File: config.mk
export PLATFORM = sky130hd
export DESIGN_NAME = mp4_box_header_parser
export DESIGN_NICKNAME = d
export VERILOG_FILES = /design/src/rtl/mbp_pkg.sv /design/src/rtl/mbp_in_reg.sv /design/src/rtl/mbp_parse_core.sv /design/src/rtl/mbp_out_reg.sv /design/src/rtl/mp4_box_header_parser.sv
export SDC_FILE = /design/constraint.sdc
export NUM_CORES = 1
export LEC_CHECK = 0
export BUFFER_PORTS_ARGS = -buffer_cell sky130_fd_sc_hd__buf_2
export CORE_ASPECT_RATIO = 0.5
export CORE_UTILIZATION = 30
export DETAILED_ROUTE_END_ITERATION = 8
export SLEW_MARGIN = 25
export SYNTH_ARGS = -nofsm -noshare
export SYNTH_HDL_FRONTEND = slang
export SYNTH_SLANG_ARGS = --single-unit
File: constraint.sdc
create_clock -name clock -period 28.4 [get_ports clock]
set_clock_uncertainty 0.1 [all_clocks]
set_input_delay 2.84 -clock clock [delete_from_list [all_inputs] [get_ports clock]]
set_output_delay 2.84 -clock clock [all_outputs]
set_load 0.01 [all_outputs]
File: src/rtl/mbp_pkg.sv
// ----------------------------------------------------------------------------
// mbp_pkg
// Shared types and constants for the MP4 box header parser: beat payloads,
// error codes, register indexes and container stack sizing.
// ----------------------------------------------------------------------------
package mbp_pkg;

   // Container stack depth and derived widths
   localparam int MAX_NEST  = 4;
   localparam int LEVEL_W   = $clog2(MAX_NEST + 1);
   localparam int STK_IDX_W = (MAX_NEST > 1) ? $clog2(MAX_NEST) : 1;

   // Header collection
   localparam int          HDR_CNT_W  = 3;
   localparam logic [2:0]  HDR_LAST   = 3'd7;
   localparam logic [31:0] HDR_BYTES  = 32'd8;
   localparam logic [31:0] HDR_BACK   = 32'd7;

   // Box type codes, big-endian ASCII
   localparam logic [31:0] TYPE_MOOF = 32'h6D6F_6F66;
   localparam logic [31:0] TYPE_TRAF = 32'h7472_6166;
   localparam logic [31:0] TYPE_MDAT = 32'h6D64_6174;

   // Register port
   localparam int CSR_IDX_W = 2;

   typedef enum logic [CSR_IDX_W-1:0] {
      CSR_CONTAINER_A = 2'd0,
      CSR_CONTAINER_B = 2'd1
   } csr_index_type;

   typedef enum logic [1:0] {
      ERR_NONE    = 2'd0,
      ERR_SIZE    = 2'd1,
      ERR_OVERRUN = 2'd2,
      ERR_DEPTH   = 2'd3
   } err_code_type;

   typedef struct packed {
      logic [7:0] data_byte;
      logic       new_buffer;
   } req_type;

   typedef struct packed {
      logic [31:0]  box_type;
      logic [31:0]  box_size;
      logic [31:0]  box_offset;
      logic [2:0]   nest_level;
      logic         is_container;
      logic         is_top_media_data;
      err_code_type error_code;
   } rsp_type;

   // Input stage to parse core
   typedef struct packed {
      logic    advance;
      req_type item;
   } in_stage_type;

   // Parse core to output register
   typedef struct packed {
      logic    emit;
      rsp_type rsp;
   } core_out_type;

endpackage

File: src/rtl/mbp_in_reg.sv
// ----------------------------------------------------------------------------
// mbp_in_reg
// Input register: captures one byte beat and hands it to the parse core when
// the output side has room.
// ----------------------------------------------------------------------------
module mbp_in_reg
   import mbp_pkg::*;
(
   input  logic         clock,
   input  logic         reset,
   input  logic         req_valid,
   output logic         req_stall,
   input  req_type      req_data,
   input  logic         out_free,
   output in_stage_type stage
);

   logic    valid_ff;
   logic    valid_in;
   req_type item_ff;
   logic    advance;
   logic    accept;

   // Move the held beat on whenever the output register can take its result
   assign advance   = valid_ff && out_free;
   assign req_stall = valid_ff && !advance;
   assign accept    = req_valid && !req_stall;

   always_comb begin
      valid_in = valid_ff;
      if (accept) begin
         valid_in = 1'b1;
      end else if (advance) begin
         valid_in = 1'b0;
      end
   end

   always_ff @(posedge clock) begin
      if (reset) begin
         valid_ff <= 1'b0;
      end else begin
         valid_ff <= valid_in;
      end
   end

   // Load payload on accept
   always_ff @(posedge clock) begin
      if (accept) begin
         item_ff <= req_data;
      end
   end

   assign stage.advance = advance;
   assign stage.item    = item_ff;

endmodule

File: src/rtl/mbp_parse_core.sv
// ----------------------------------------------------------------------------
// mbp_parse_core
// Parse state and per-byte logic: header collection, content skipping,
// container end stack, error checks, and the container type registers.
// ----------------------------------------------------------------------------
module mbp_parse_core
   import mbp_pkg::*;
(
   input  logic                 clock,
   input  logic                 reset,
   input  in_stage_type         stage,
   input  logic                 csr_valid,
   output logic                 csr_ready,
   input  logic [CSR_IDX_W-1:0] csr_index,
   input  logic [31:0]          csr_wdata,
   output core_out_type         core_out
);

   // Configuration registers
   logic [31:0] cont_a_ff;
   logic [31:0] cont_b_ff;

   // Parse state
   logic [31:0]          pos_ff,   pos_in;
   logic [HDR_CNT_W-1:0] hc_ff,    hc_in;
   logic [63:0]          hs_ff,    hs_in;
   logic [LEVEL_W-1:0]   lvl_ff,   lvl_in;
   logic [31:0]          leaf_ff,  leaf_in;
   logic                 inleaf_ff, inleaf_in;
   logic                 err_ff,   err_in;
   logic [31:0]          stack_ff [MAX_NEST];

   // Working signals
   logic [31:0]          e_pos;
   logic [HDR_CNT_W-1:0] e_hc;
   logic [63:0]          e_hs;
   logic [LEVEL_W-1:0]   e_lvl;
   logic [31:0]          e_leaf;
   logic                 e_inleaf;
   logic                 e_err;
   logic [31:0]          next_pos;
   logic [63:0]          shift_new;
   logic [31:0]          box_size;
   logic [31:0]          box_type;
   logic [31:0]          box_offset;
   logic [32:0]          box_end;
   logic                 is_top;
   logic [STK_IDX_W-1:0] top_idx;
   logic [STK_IDX_W-1:0] push_idx;
   logic [31:0]          parent_end;
   logic                 top_mdat;
   logic                 descend;
   logic                 header_done;
   logic                 push;
   logic                 pop_en;
   err_code_type         code;
   logic [31:0]          stk_view [MAX_NEST];
   logic [LEVEL_W-1:0]   lvl_view;
   logic [LEVEL_W-1:0]   lvl_popped;

   assign csr_ready = 1'b1;

   // Container type registers
   always_ff @(posedge clock) begin
      if (reset) begin
         cont_a_ff <= TYPE_MOOF;
         cont_b_ff <= TYPE_TRAF;
      end else if (csr_valid && csr_ready) begin
         unique case (csr_index)
            CSR_CONTAINER_A: cont_a_ff <= csr_wdata;
            CSR_CONTAINER_B: cont_b_ff <= csr_wdata;
            default: ;
         endcase
      end
   end

   // Clear parse state ahead of the byte on a fresh buffer
   always_comb begin
      e_pos    = pos_ff;
      e_hc     = hc_ff;
      e_hs     = hs_ff;
      e_lvl    = lvl_ff;
      e_leaf   = leaf_ff;
      e_inleaf = inleaf_ff;
      e_err    = err_ff;
      if (stage.item.new_buffer) begin
         e_pos    = '0;
         e_hc     = '0;
         e_hs     = '0;
         e_lvl    = '0;
         e_leaf   = '0;
         e_inleaf = 1'b0;
         e_err    = 1'b0;
      end
   end

   // Decode the header as if this byte completes it
   always_comb begin
      next_pos   = e_pos + 32'd1;
      shift_new  = {e_hs[55:0], stage.item.data_byte};
      box_size   = shift_new[63:32];
      box_type   = shift_new[31:0];
      box_offset = e_pos - HDR_BACK;
      box_end    = {1'b0, box_offset} + {1'b0, box_size};
      is_top     = (e_lvl == '0);
      top_idx    = STK_IDX_W'(e_lvl - LEVEL_W'(1));
      push_idx   = STK_IDX_W'(e_lvl);
      parent_end = stack_ff[top_idx];
      top_mdat   = is_top && (box_type == TYPE_MDAT);
      descend    = !top_mdat && ((box_type == cont_a_ff) || (box_type == cont_b_ff));
   end

   // Error checks in priority order
   always_comb begin
      priority if (box_size < HDR_BYTES) begin
         code = ERR_SIZE;
      end else if (box_end[32]) begin
         code = ERR_OVERRUN;
      end else if (!is_top && (box_end[31:0] > parent_end)) begin
         code = ERR_OVERRUN;
      end else if (descend && (e_lvl >= LEVEL_W'(MAX_NEST))) begin
         code = ERR_DEPTH;
      end else begin
         code = ERR_NONE;
      end
   end

   // Next state for one byte
   always_comb begin
      header_done = 1'b0;
      push        = 1'b0;
      pop_en      = 1'b0;
      pos_in      = next_pos;
      hc_in       = e_hc;
      hs_in       = e_hs;
      leaf_in     = e_leaf;
      inleaf_in   = e_inleaf;
      err_in      = e_err;
      if (e_err) begin
         // hold: bytes ignored until a fresh buffer
      end else if (e_inleaf) begin
         if (next_pos == e_leaf) begin
            inleaf_in = 1'b0;
            pop_en    = 1'b1;
         end
      end else begin
         hs_in = shift_new;
         hc_in = e_hc + HDR_CNT_W'(1);
         if (e_hc == HDR_LAST) begin
            header_done = 1'b1;
            hc_in       = '0;
            if (code != ERR_NONE) begin
               err_in = 1'b1;
            end else if (descend) begin
               push   = 1'b1;
               pop_en = (box_size == HDR_BYTES);
            end else if (box_size == HDR_BYTES) begin
               pop_en = 1'b1;
            end else begin
               inleaf_in = 1'b1;
               leaf_in   = box_end[31:0];
            end
         end
      end
   end

   // Stack after an optional push, then close every container ending here
   always_comb begin
      lvl_view = push ? (e_lvl + LEVEL_W'(1)) : e_lvl;
      for (int i = 0; i < MAX_NEST; i++) begin
         stk_view[i] = (push && (push_idx == STK_IDX_W'(i))) ? box_end[31:0] : stack_ff[i];
      end
      lvl_popped = '0;
      for (int i = 0; i < MAX_NEST; i++) begin
         if ((LEVEL_W'(i) < lvl_view) && (stk_view[i] != next_pos)) begin
            lvl_popped = LEVEL_W'(i + 1);
         end
      end
      lvl_in = pop_en ? lvl_popped : lvl_view;
   end

   // State registers advance with the beat
   always_ff @(posedge clock) begin
      if (reset) begin
         pos_ff    <= '0;
         hc_ff     <= '0;
         hs_ff     <= '0;
         lvl_ff    <= '0;
         leaf_ff   <= '0;
         inleaf_ff <= 1'b0;
         err_ff    <= 1'b0;
      end else if (stage.advance) begin
         pos_ff    <= pos_in;
         hc_ff     <= hc_in;
         hs_ff     <= hs_in;
         lvl_ff    <= lvl_in;
         leaf_ff   <= leaf_in;
         inleaf_ff <= inleaf_in;
         err_ff    <= err_in;
      end
   end

   // Container end stack, no reset: only entries below the level are read
   always_ff @(posedge clock) begin
      if (stage.advance && push) begin
         stack_ff[push_idx] <= box_end[31:0];
      end
   end

   // Result for the eighth header byte
   always_comb begin
      core_out.emit                  = stage.advance && header_done;
      core_out.rsp.box_type          = box_type;
      core_out.rsp.box_size          = box_size;
      core_out.rsp.box_offset        = box_offset;
      core_out.rsp.nest_level        = 3'(e_lvl);
      core_out.rsp.is_container      = descend;
      core_out.rsp.is_top_media_data = top_mdat;
      core_out.rsp.error_code        = code;
   end

   // Checks
   a_level_bound : assert property (@(posedge clock) disable iff (reset)
      lvl_ff <= LEVEL_W'(MAX_NEST))
      else $error("open level count beyond stack depth");

   a_leaf_aligned : assert property (@(posedge clock) disable iff (reset)
      inleaf_ff |-> (hc_ff == '0))
      else $error("skipping content with a partial header");

   a_error_latch : assert property (@(posedge clock) disable iff (reset)
      (core_out.emit && (code != ERR_NONE)) |=> err_ff)
      else $error("error result did not latch");

   a_header_restart : assert property (@(posedge clock) disable iff (reset)
      core_out.emit |=> (hc_ff == '0))
      else $error("header count not cleared after result");

endmodule

File: src/rtl/mbp_out_reg.sv
// ----------------------------------------------------------------------------
// mbp_out_reg
// Result register: holds one result beat until the consumer takes it.
// ----------------------------------------------------------------------------
module mbp_out_reg
   import mbp_pkg::*;
(
   input  logic         clock,
   input  logic         reset,
   input  core_out_type core_out,
   output logic         out_free,
   output logic         rsp_valid,
   input  logic         rsp_stall,
   output rsp_type      rsp_data
);

   logic    valid_ff;
   logic    valid_in;
   rsp_type data_ff;

   // Free when empty or being drained this cycle
   assign out_free = !valid_ff || !rsp_stall;

   always_comb begin
      valid_in = valid_ff && rsp_stall;
      if (core_out.emit) begin
         valid_in = 1'b1;
      end
   end

   always_ff @(posedge clock) begin
      if (reset) begin
         valid_ff <= 1'b0;
      end else begin
         valid_ff <= valid_in;
      end
   end

   // Load a new result beat
   always_ff @(posedge clock) begin
      if (core_out.emit) begin
         data_ff <= core_out.rsp;
      end
   end

   assign rsp_valid = valid_ff;
   assign rsp_data  = data_ff;

endmodule

File: src/rtl/mp4_box_header_parser.sv
// ----------------------------------------------------------------------------
// mp4_box_header_parser
// MP4 box header parser, one buffer byte per beat.
// Registers: the eighth header byte of a box is held in the input register, and
// its result is then loaded into the result register that drives the output.
// Throughput: one byte per cycle, limited only by stalls on the result side.
// Reset: synchronous; clears parse state and restores container types to
// moof and traf. The container end stack is not cleared.
// ----------------------------------------------------------------------------
module mp4_box_header_parser
   import mbp_pkg::*;
(
   input  logic                 clock,
   input  logic                 reset,
   input  logic                 req_valid,
   output logic                 req_stall,
   input  req_type              req_data,
   output logic                 rsp_valid,
   input  logic                 rsp_stall,
   output rsp_type              rsp_data,
   input  logic                 csr_valid,
   output logic                 csr_ready,
   input  logic [CSR_IDX_W-1:0] csr_index,
   input  logic [31:0]          csr_wdata
);

   in_stage_type stage;
   core_out_type core_out;
   logic         out_free;

   mbp_in_reg u_in_reg (
      .clock     (clock),
      .reset     (reset),
      .req_valid (req_valid),
      .req_stall (req_stall),
      .req_data  (req_data),
      .out_free  (out_free),
      .stage     (stage)
   );

   mbp_parse_core u_core (
      .clock     (clock),
      .reset     (reset),
      .stage     (stage),
      .csr_valid (csr_valid),
      .csr_ready (csr_ready),
      .csr_index (csr_index),
      .csr_wdata (csr_wdata),
      .core_out  (core_out)
   );

   mbp_out_reg u_out_reg (
      .clock     (clock),
      .reset     (reset),
      .core_out  (core_out),
      .out_free  (out_free),
      .rsp_valid (rsp_valid),
      .rsp_stall (rsp_stall),
      .rsp_data  (rsp_data)
   );

endmodule

; Word-level counts from Yosys, hierarchy flattened
; Memory sizes are Yosys's and may differ from the RTL's.
; Cells that the tools add are included.
; Widths: inputs -> output; s select.
[op_classes]
n_addsub = 6
magnitude_cmp = 7
n_eq_ne = 14
mux = 63
n_reduce_logical = 33
[ops]
columns = operator, count
row1 = $mux 32, 12
row2 = $mux 64, 3
row3 = $ne 32x32->1, 4
row4 = $eq 32x32->1, 3
row5 = $mux 1, 34
row6 = $add 32x32->33, 1
row7 = $add 32x1->32 const B, 1
row8 = $eq 32x31->1 const B, 1
row9 = $eq 32x4->1 const B, 1
row10 = $gt 32x32->1, 1
row11 = $lt 32x4->1 const B, 1
row12 = $sub 32x3->32 const B, 1
row13 = $mux 3, 8
row14 = $logic_and 1x1->1, 18
row15 = $mux 2, 6
row16 = $add 3x1->3 const B, 2
row17 = $logic_not 1->1, 6
row18 = $lt 1x3->1 const A, 2
row19 = $lt 2x3->1 const A, 2
row20 = $eq 2x1->1 const B, 2
row21 = $eq 2x2->1 const B, 2
row22 = $logic_not 2->1, 2
row23 = $reduce_and 2->1, 2
row24 = $reduce_bool 2->1, 2
row25 = 5 further kinds, 6
[totals]
ff_bits = 314
mem_bits_rw = 128
n_memories = 1
[memory_table]
columns = memory, words, width, read_ports, rd_clocked_by_memory_dff, wr, line_no
row1 = u_core.stack_ff, 4, 32, 5, 0, 1, mbp_parse_core.sv:31  ; logic [31:0] stack_ff [MAX_NEST];

; Longest topological paths before layout
[logic_depth]
depth_word = 24
depth_mapped = 49

; By module
; A second synthesis with hierarchy kept.
[unflattened]
hier_cells = 2625
hier_area_um2 = 24908.9
[modules_own_cells]
columns = mod, n_inst, cells_per_inst, area_each_um2, seq_area_each_um2
row1 = mbp_parse_core, 1, 2503, 21449.3, 7687.4
row2 = mbp_out_reg, 1, 107, 3125.5, 3113.0
row3 = mbp_in_reg, 1, 15, 334.1, 290.3

; Worst setup path before layout
; No wires, ideal clock.
[synth_path]
path_type = reg2reg
startpoint = reg u_in_reg.item_ff, in the netlist u_in_reg.stage[0]
endpoint = mem u_core.stack_ff[3][0] (enable)
setup_time_ns = 0.421
arrival_ns = 10.217
required_time_ns = 27.879
setup_slack_ns = 17.662
stages_incl_launch_ff = 41
cell_sequence = edfxtp_1 buf_2 buf_6 clkbuf_1 buf_2 buf_2 buf_2 buf_1 clkbuf_1 clkbuf_1 clkbuf_1 nor2b_1 ha_1 and2_1 nor4_1 nor2b_1 and3_1 clkbuf_1 [... 5 more ...] ha_1 a21o_1 a21o_1 a21o_1 a221oi_1 o32a_1 a21oi_1 xor2_1 ha_1 a21o_1 a21o_1 a211oi_1 o221ai_1 a31oi_1 and4bb_2 nor3_2 nand3_2 nor2_1
[synth_rtl]
columns = element, line_no
row1 = start: declaration, mbp_in_reg.sv:20  ; req_type item_ff;
row2 = start signal: assignment, mbp_in_reg.sv:49  ; item_ff <= req_data;
row3 = end: declaration, mbp_parse_core.sv:31

==> impl_metrics.csv <==
group,metric,value,unit
logic_synthesis,synth_top_family_by_area,"simple AND/OR/NAND/NOR gates",
global_route,gr-total-overflow,0,
sta,max_freq,88.91,MHz
logic_synthesis,yosysUniqueCellTypes,109,
sta,setup_slack,17.15,ns
power,power_density,50.46,nW/µm²
critical_path,worstPathMaxFanout,58,
critical_path,crit_type,"reg -> reg",
sta,setup-tns-final,0,ns
logic_synthesis,async_flop_share,0,
flow_run,cap_violations,0,
critical_path,slowest_delay,0.80,ns
detailed_routing,ant_nets,0,
sta,setup_viol,0,
global_route,met2_usage,0.3049,
cts,cts_tree,"built",
detailed_routing,drt_iter0_drc,2308,
critical_path,start_kind,"register",
logic_synthesis,avgSynthCellArea,9.656,µm²
final_layout,fin_nets,2840,
sta,maxSlewHeadroom,0.2015,
cts,postCtsHoldBufs,0,
logic_synthesis,ys_seq_area_frac,0.4372,
global_route,grtUsageTotal,0.1962,
logic_synthesis,yosys_warnings,0,
placement,placed_cell_area,27330,µm²
floorplan,placementRows,74,
global_route,grt_use_met3,0.05729,
worst_hold_path,min_path_type,"reg -> reg",
sta,period_needed,11.25,ns
sta,finalCritPeriodShare,0.3960,
detailed_routing,via_count,20612,
global_route,grt_max_degree,122,
cts,numCtsBuffers,47,
placement,place.port_buffers,152,
global_route,grt_antenna_before_repair,13,
detailed_routing,wl,86400,µm
floorplan,io-pin-count,154,
power,p_leak,10.05,nW
logic_synthesis,ys_seq_elements,434,
power,p_comb_frac,0.103,
critical_path,required,28.72,ns
final_layout,layout-drive-gt1-share,0.1421,
power,vdd_drop_max,32.66,µV
cts,cts.sinks,434,
detailed_routing,drcViolationCount,0,
cts,post-cts-setup-buffers,0,
outcome,run_status,"finished clean",
critical_path,endpoint_kind,"register",
floorplan,dieArea,85790,µm²
critical_path,regToRegStartpoint,"u_in_reg.stage[0]",
logic_synthesis,synthAdderAreaFrac,0.03532,
global_route,grt-busiest-layer,"met2",
global_route,grt_pass1_wl,128000,µm
cts,post_cts_resized,0,
cts,clk_latency,0.59,ns
cts,clkSlewWorstSetupHoldPaths,0.06,ns
sta,worst_pin_slew,1.187,ns
critical_path,rr_endpoint,"u_core.lvl_ff[2]",
worst_hold_path,hp-start,"u_core.hc_ff[1]",
final_layout,postLayoutCellArea,28890,µm²
power,swShare,0.2606,
logic_synthesis,synth_edf_count,240,
cts,clockBufferDepth,3,
global_route,grt_util_met1,0.2647,
detailed_routing,drt_pass1_iterations,5,
cts,cts_root_buffer,"clkbuf_16",
critical_path,regToRegSetupSlack,17.15,ns
floorplan,die-width,413.2,µm
placement,place.gp.congestion,0.9888,
logic_synthesis,mappedNetlistArea,25370,µm²
logic_synthesis,syn_nets,2746,
placement,hpwl,63570,µm
power,intPower,1.078,mW
final_layout,area_growth,13.88,%
critical_path,slowest_stage,"nand3_1",
sta,slew_violations,0,
placement,place_ws,17.37,ns
logic_synthesis,netlist_instances,2627,
worst_hold_path,whs_endpoint,"u_core.hc_ff[1]",
sta,rsz0062_at_grt,"no",
critical_path,critPathArrivalTime,11.56,ns
cts,htree_levels,2,
floorplan,die_y,207.6,µm
power,p_sw,0.3800,mW
logic_synthesis,synth_xor_area_frac,0.09002,
logic_synthesis,synth_mux_area_frac,0.07478,
sta,hold_viol_final,0,
logic_synthesis,synth_ff_type,"edfxtp_1",
detailed_routing,wl_per_cell,22.37,µm
power,pwr-share-clk,0.429,
critical_path,r2r_cells,34,
floorplan,coreArea,82680,µm²
critical_path,timing.critical_path.mode_cell,"a21o_1",
power,seqPwrFrac,0.468,
logic_synthesis,yosys.area_share.simple,0.2146,
detailed_routing,via_per_inst,5.337,
worst_hold_path,worstHoldPathCells,2,
power,total_power,1.458,mW
global_route,grt_pass1_vias,19406,
floorplan,start_util,0.3068,
logic_synthesis,synth_compound_area_frac,0.1090,
routing by layer:
| metal | vias to the layer above | share of wire | wire (µm) |
|---|---|---|---|
| li1 | 9625 | - | - |
| met1 | 10108 | 0.44 | 37820 |
| met3 | 127 | 0.088 | 7585 |
| met2 | 734 | 0.45 | 38840 |
| met4 | 18 | 0.024 | 2045 |
| met5 | - | 0.0012 | 105 |
worst max-delay path: cells and delay by family (launching register included):
kind / cells / cell delay [ns]
buffers and inverters: 1 / 0.53
AOI/OAI and AO/OA: 12 / 2.34
xor gates and xnor gates: 3 / 1.22
adders and majority gates: 3 / 1.16
and+or+nand+nor: 14 / 4.82
DFF: 1 / 0.32
muxes: 1 / 0.54
how the worst max path moves through the flow:
| stage | endpoint | from | cells after the start |
|---|---|---|---|
| 2_1_floorplan | u_core.stack_ff[3][0] | u_in_reg.stage[0] | 40 |
| 3_3_place_gp | u_core.lvl_ff[2] | u_in_reg.stage[0] | 34 |
| 3_5_place_dp | u_core.lvl_ff[2] | u_in_reg.stage[0] | 34 |
| 4_1_cts | u_core.lvl_ff[2] | u_in_reg.stage[0] | 34 |
| 5_1_grt | u_core.lvl_ff[2] | u_in_reg.stage[0] | 34 |
| 6_report | u_core.lvl_ff[2] | u_in_reg.stage[0] | 34 |
power groups by stage:
stage	logic [mW]	registers, mW	clock network (mW)
4_1_cts	0.148	0.682	0.634
3_3_place_gp	0.146	0.696	0
6_report	0.150	0.683	0.625
2_1_floorplan	0.102	0.690	0
3_5_place_dp	0.148	0.696	0
5_1_grt	0.163	0.683	0.658
flip-flops by register name, summed over array words and instances (netlist names), 9 cells and up:
name                cells
u_core.hs_ff           56
u_core.pos_ff          32
u_out_reg.rsp_data    103
u_in_reg.stage          9
u_core.leaf_ff         32
u_core.cont_b_ff       32
u_core.cont_a_ff       32
u_core.stack_ff       128
cells by family after synthesis:
| group | count (synthesis) |
|---|---|
| and+or+nand+nor | 1055 |
| DFF | 434 |
| AOI/OAI and AO/OA | 425 |
| xor gates and xnor gates | 259 |
| buffers and inverters | 234 |
| muxes | 148 |
| adders and majority gates | 71 |
| other | 1 |
through the flow:
step | hold slack, ns | utilization | instances
6_report | 0.3665 | 0.3494 | 3862
5_1_grt | 0.3870 | 0.3494 | 3861
4_1_cts | 0.3636 | 0.3493 | 3861
3_5_place_dp | 0.3549 | 0.3306 | 3774
3_3_place_gp | 0.3379 | 0.3305 | 3774
2_1_floorplan | 0.3318 | - | 2627
Yosys cell counts, types with 19 or more instances:
| cell type | number | area, µm² |
|---|---|---|
| o21ai_0 | 48 | 240.2 |
| nand2_1 | 390 | 1464 |
| edfxtp_1 | 240 | 7207 |
| nor2b_1 | 86 | 538.0 |
| nand3_1 | 46 | 230.2 |
| nor4_1 | 36 | 225.2 |
| a22oi_1 | 34 | 255.2 |
| a21o_1 | 24 | 180.2 |
| a31oi_1 | 26 | 162.7 |
| nand4_1 | 47 | 294.0 |
| a21oi_1 | 163 | 815.8 |
| inv_1 | 62 | 232.7 |
| nor4bb_1 | 20 | 200.2 |
| mux2i_1 | 108 | 1081 |
| mux4_2 | 32 | 720.7 |
| xnor2_1 | 173 | 1515 |
| nor2_1 | 184 | 690.7 |
| ha_1 | 70 | 875.8 |
| nand3b_1 | 52 | 390.4 |
| nor3_1 | 49 | 245.2 |
| a211oi_1 | 20 | 150.1 |
| dfxtp_1 | 194 | 3884 |
| xor2_1 | 84 | 735.7 |
| clkbuf_1 | 127 | 476.7 |
| buf_2 | 19 | 95.09 |
cell usage in the layout (no fill, tap or decap), types with 52 or more instances in the layout:
cell,Yosys,routed
dfxtp_1,194,194
xor2_1,84,84
buf_2,19,151
inv_1,62,61
xnor2_1,173,172
buf_4,4,63
a21oi_1,163,163
nor2_1,184,179
mux2i_1,108,107
nor2b_1,86,86
nand3b_1,52,52
nand2_1,390,390
ha_1,70,70
edfxtp_1,240,240
layout make-up:
type | count | area, µm²
fillers | 8313 | 53790
multi-input cells | 1959 | 13390
flip-flops and latches | 434 | 11090
well taps | 1102 | 1379
clock buffers | 54 | 1255
repair buffers | 215 | 1240
clock inverters | 33 | 292.8
inverters | 64 | 242.7
diodes | 1 | 2.502
Note: power is estimated with default switching activity, not from simulation.
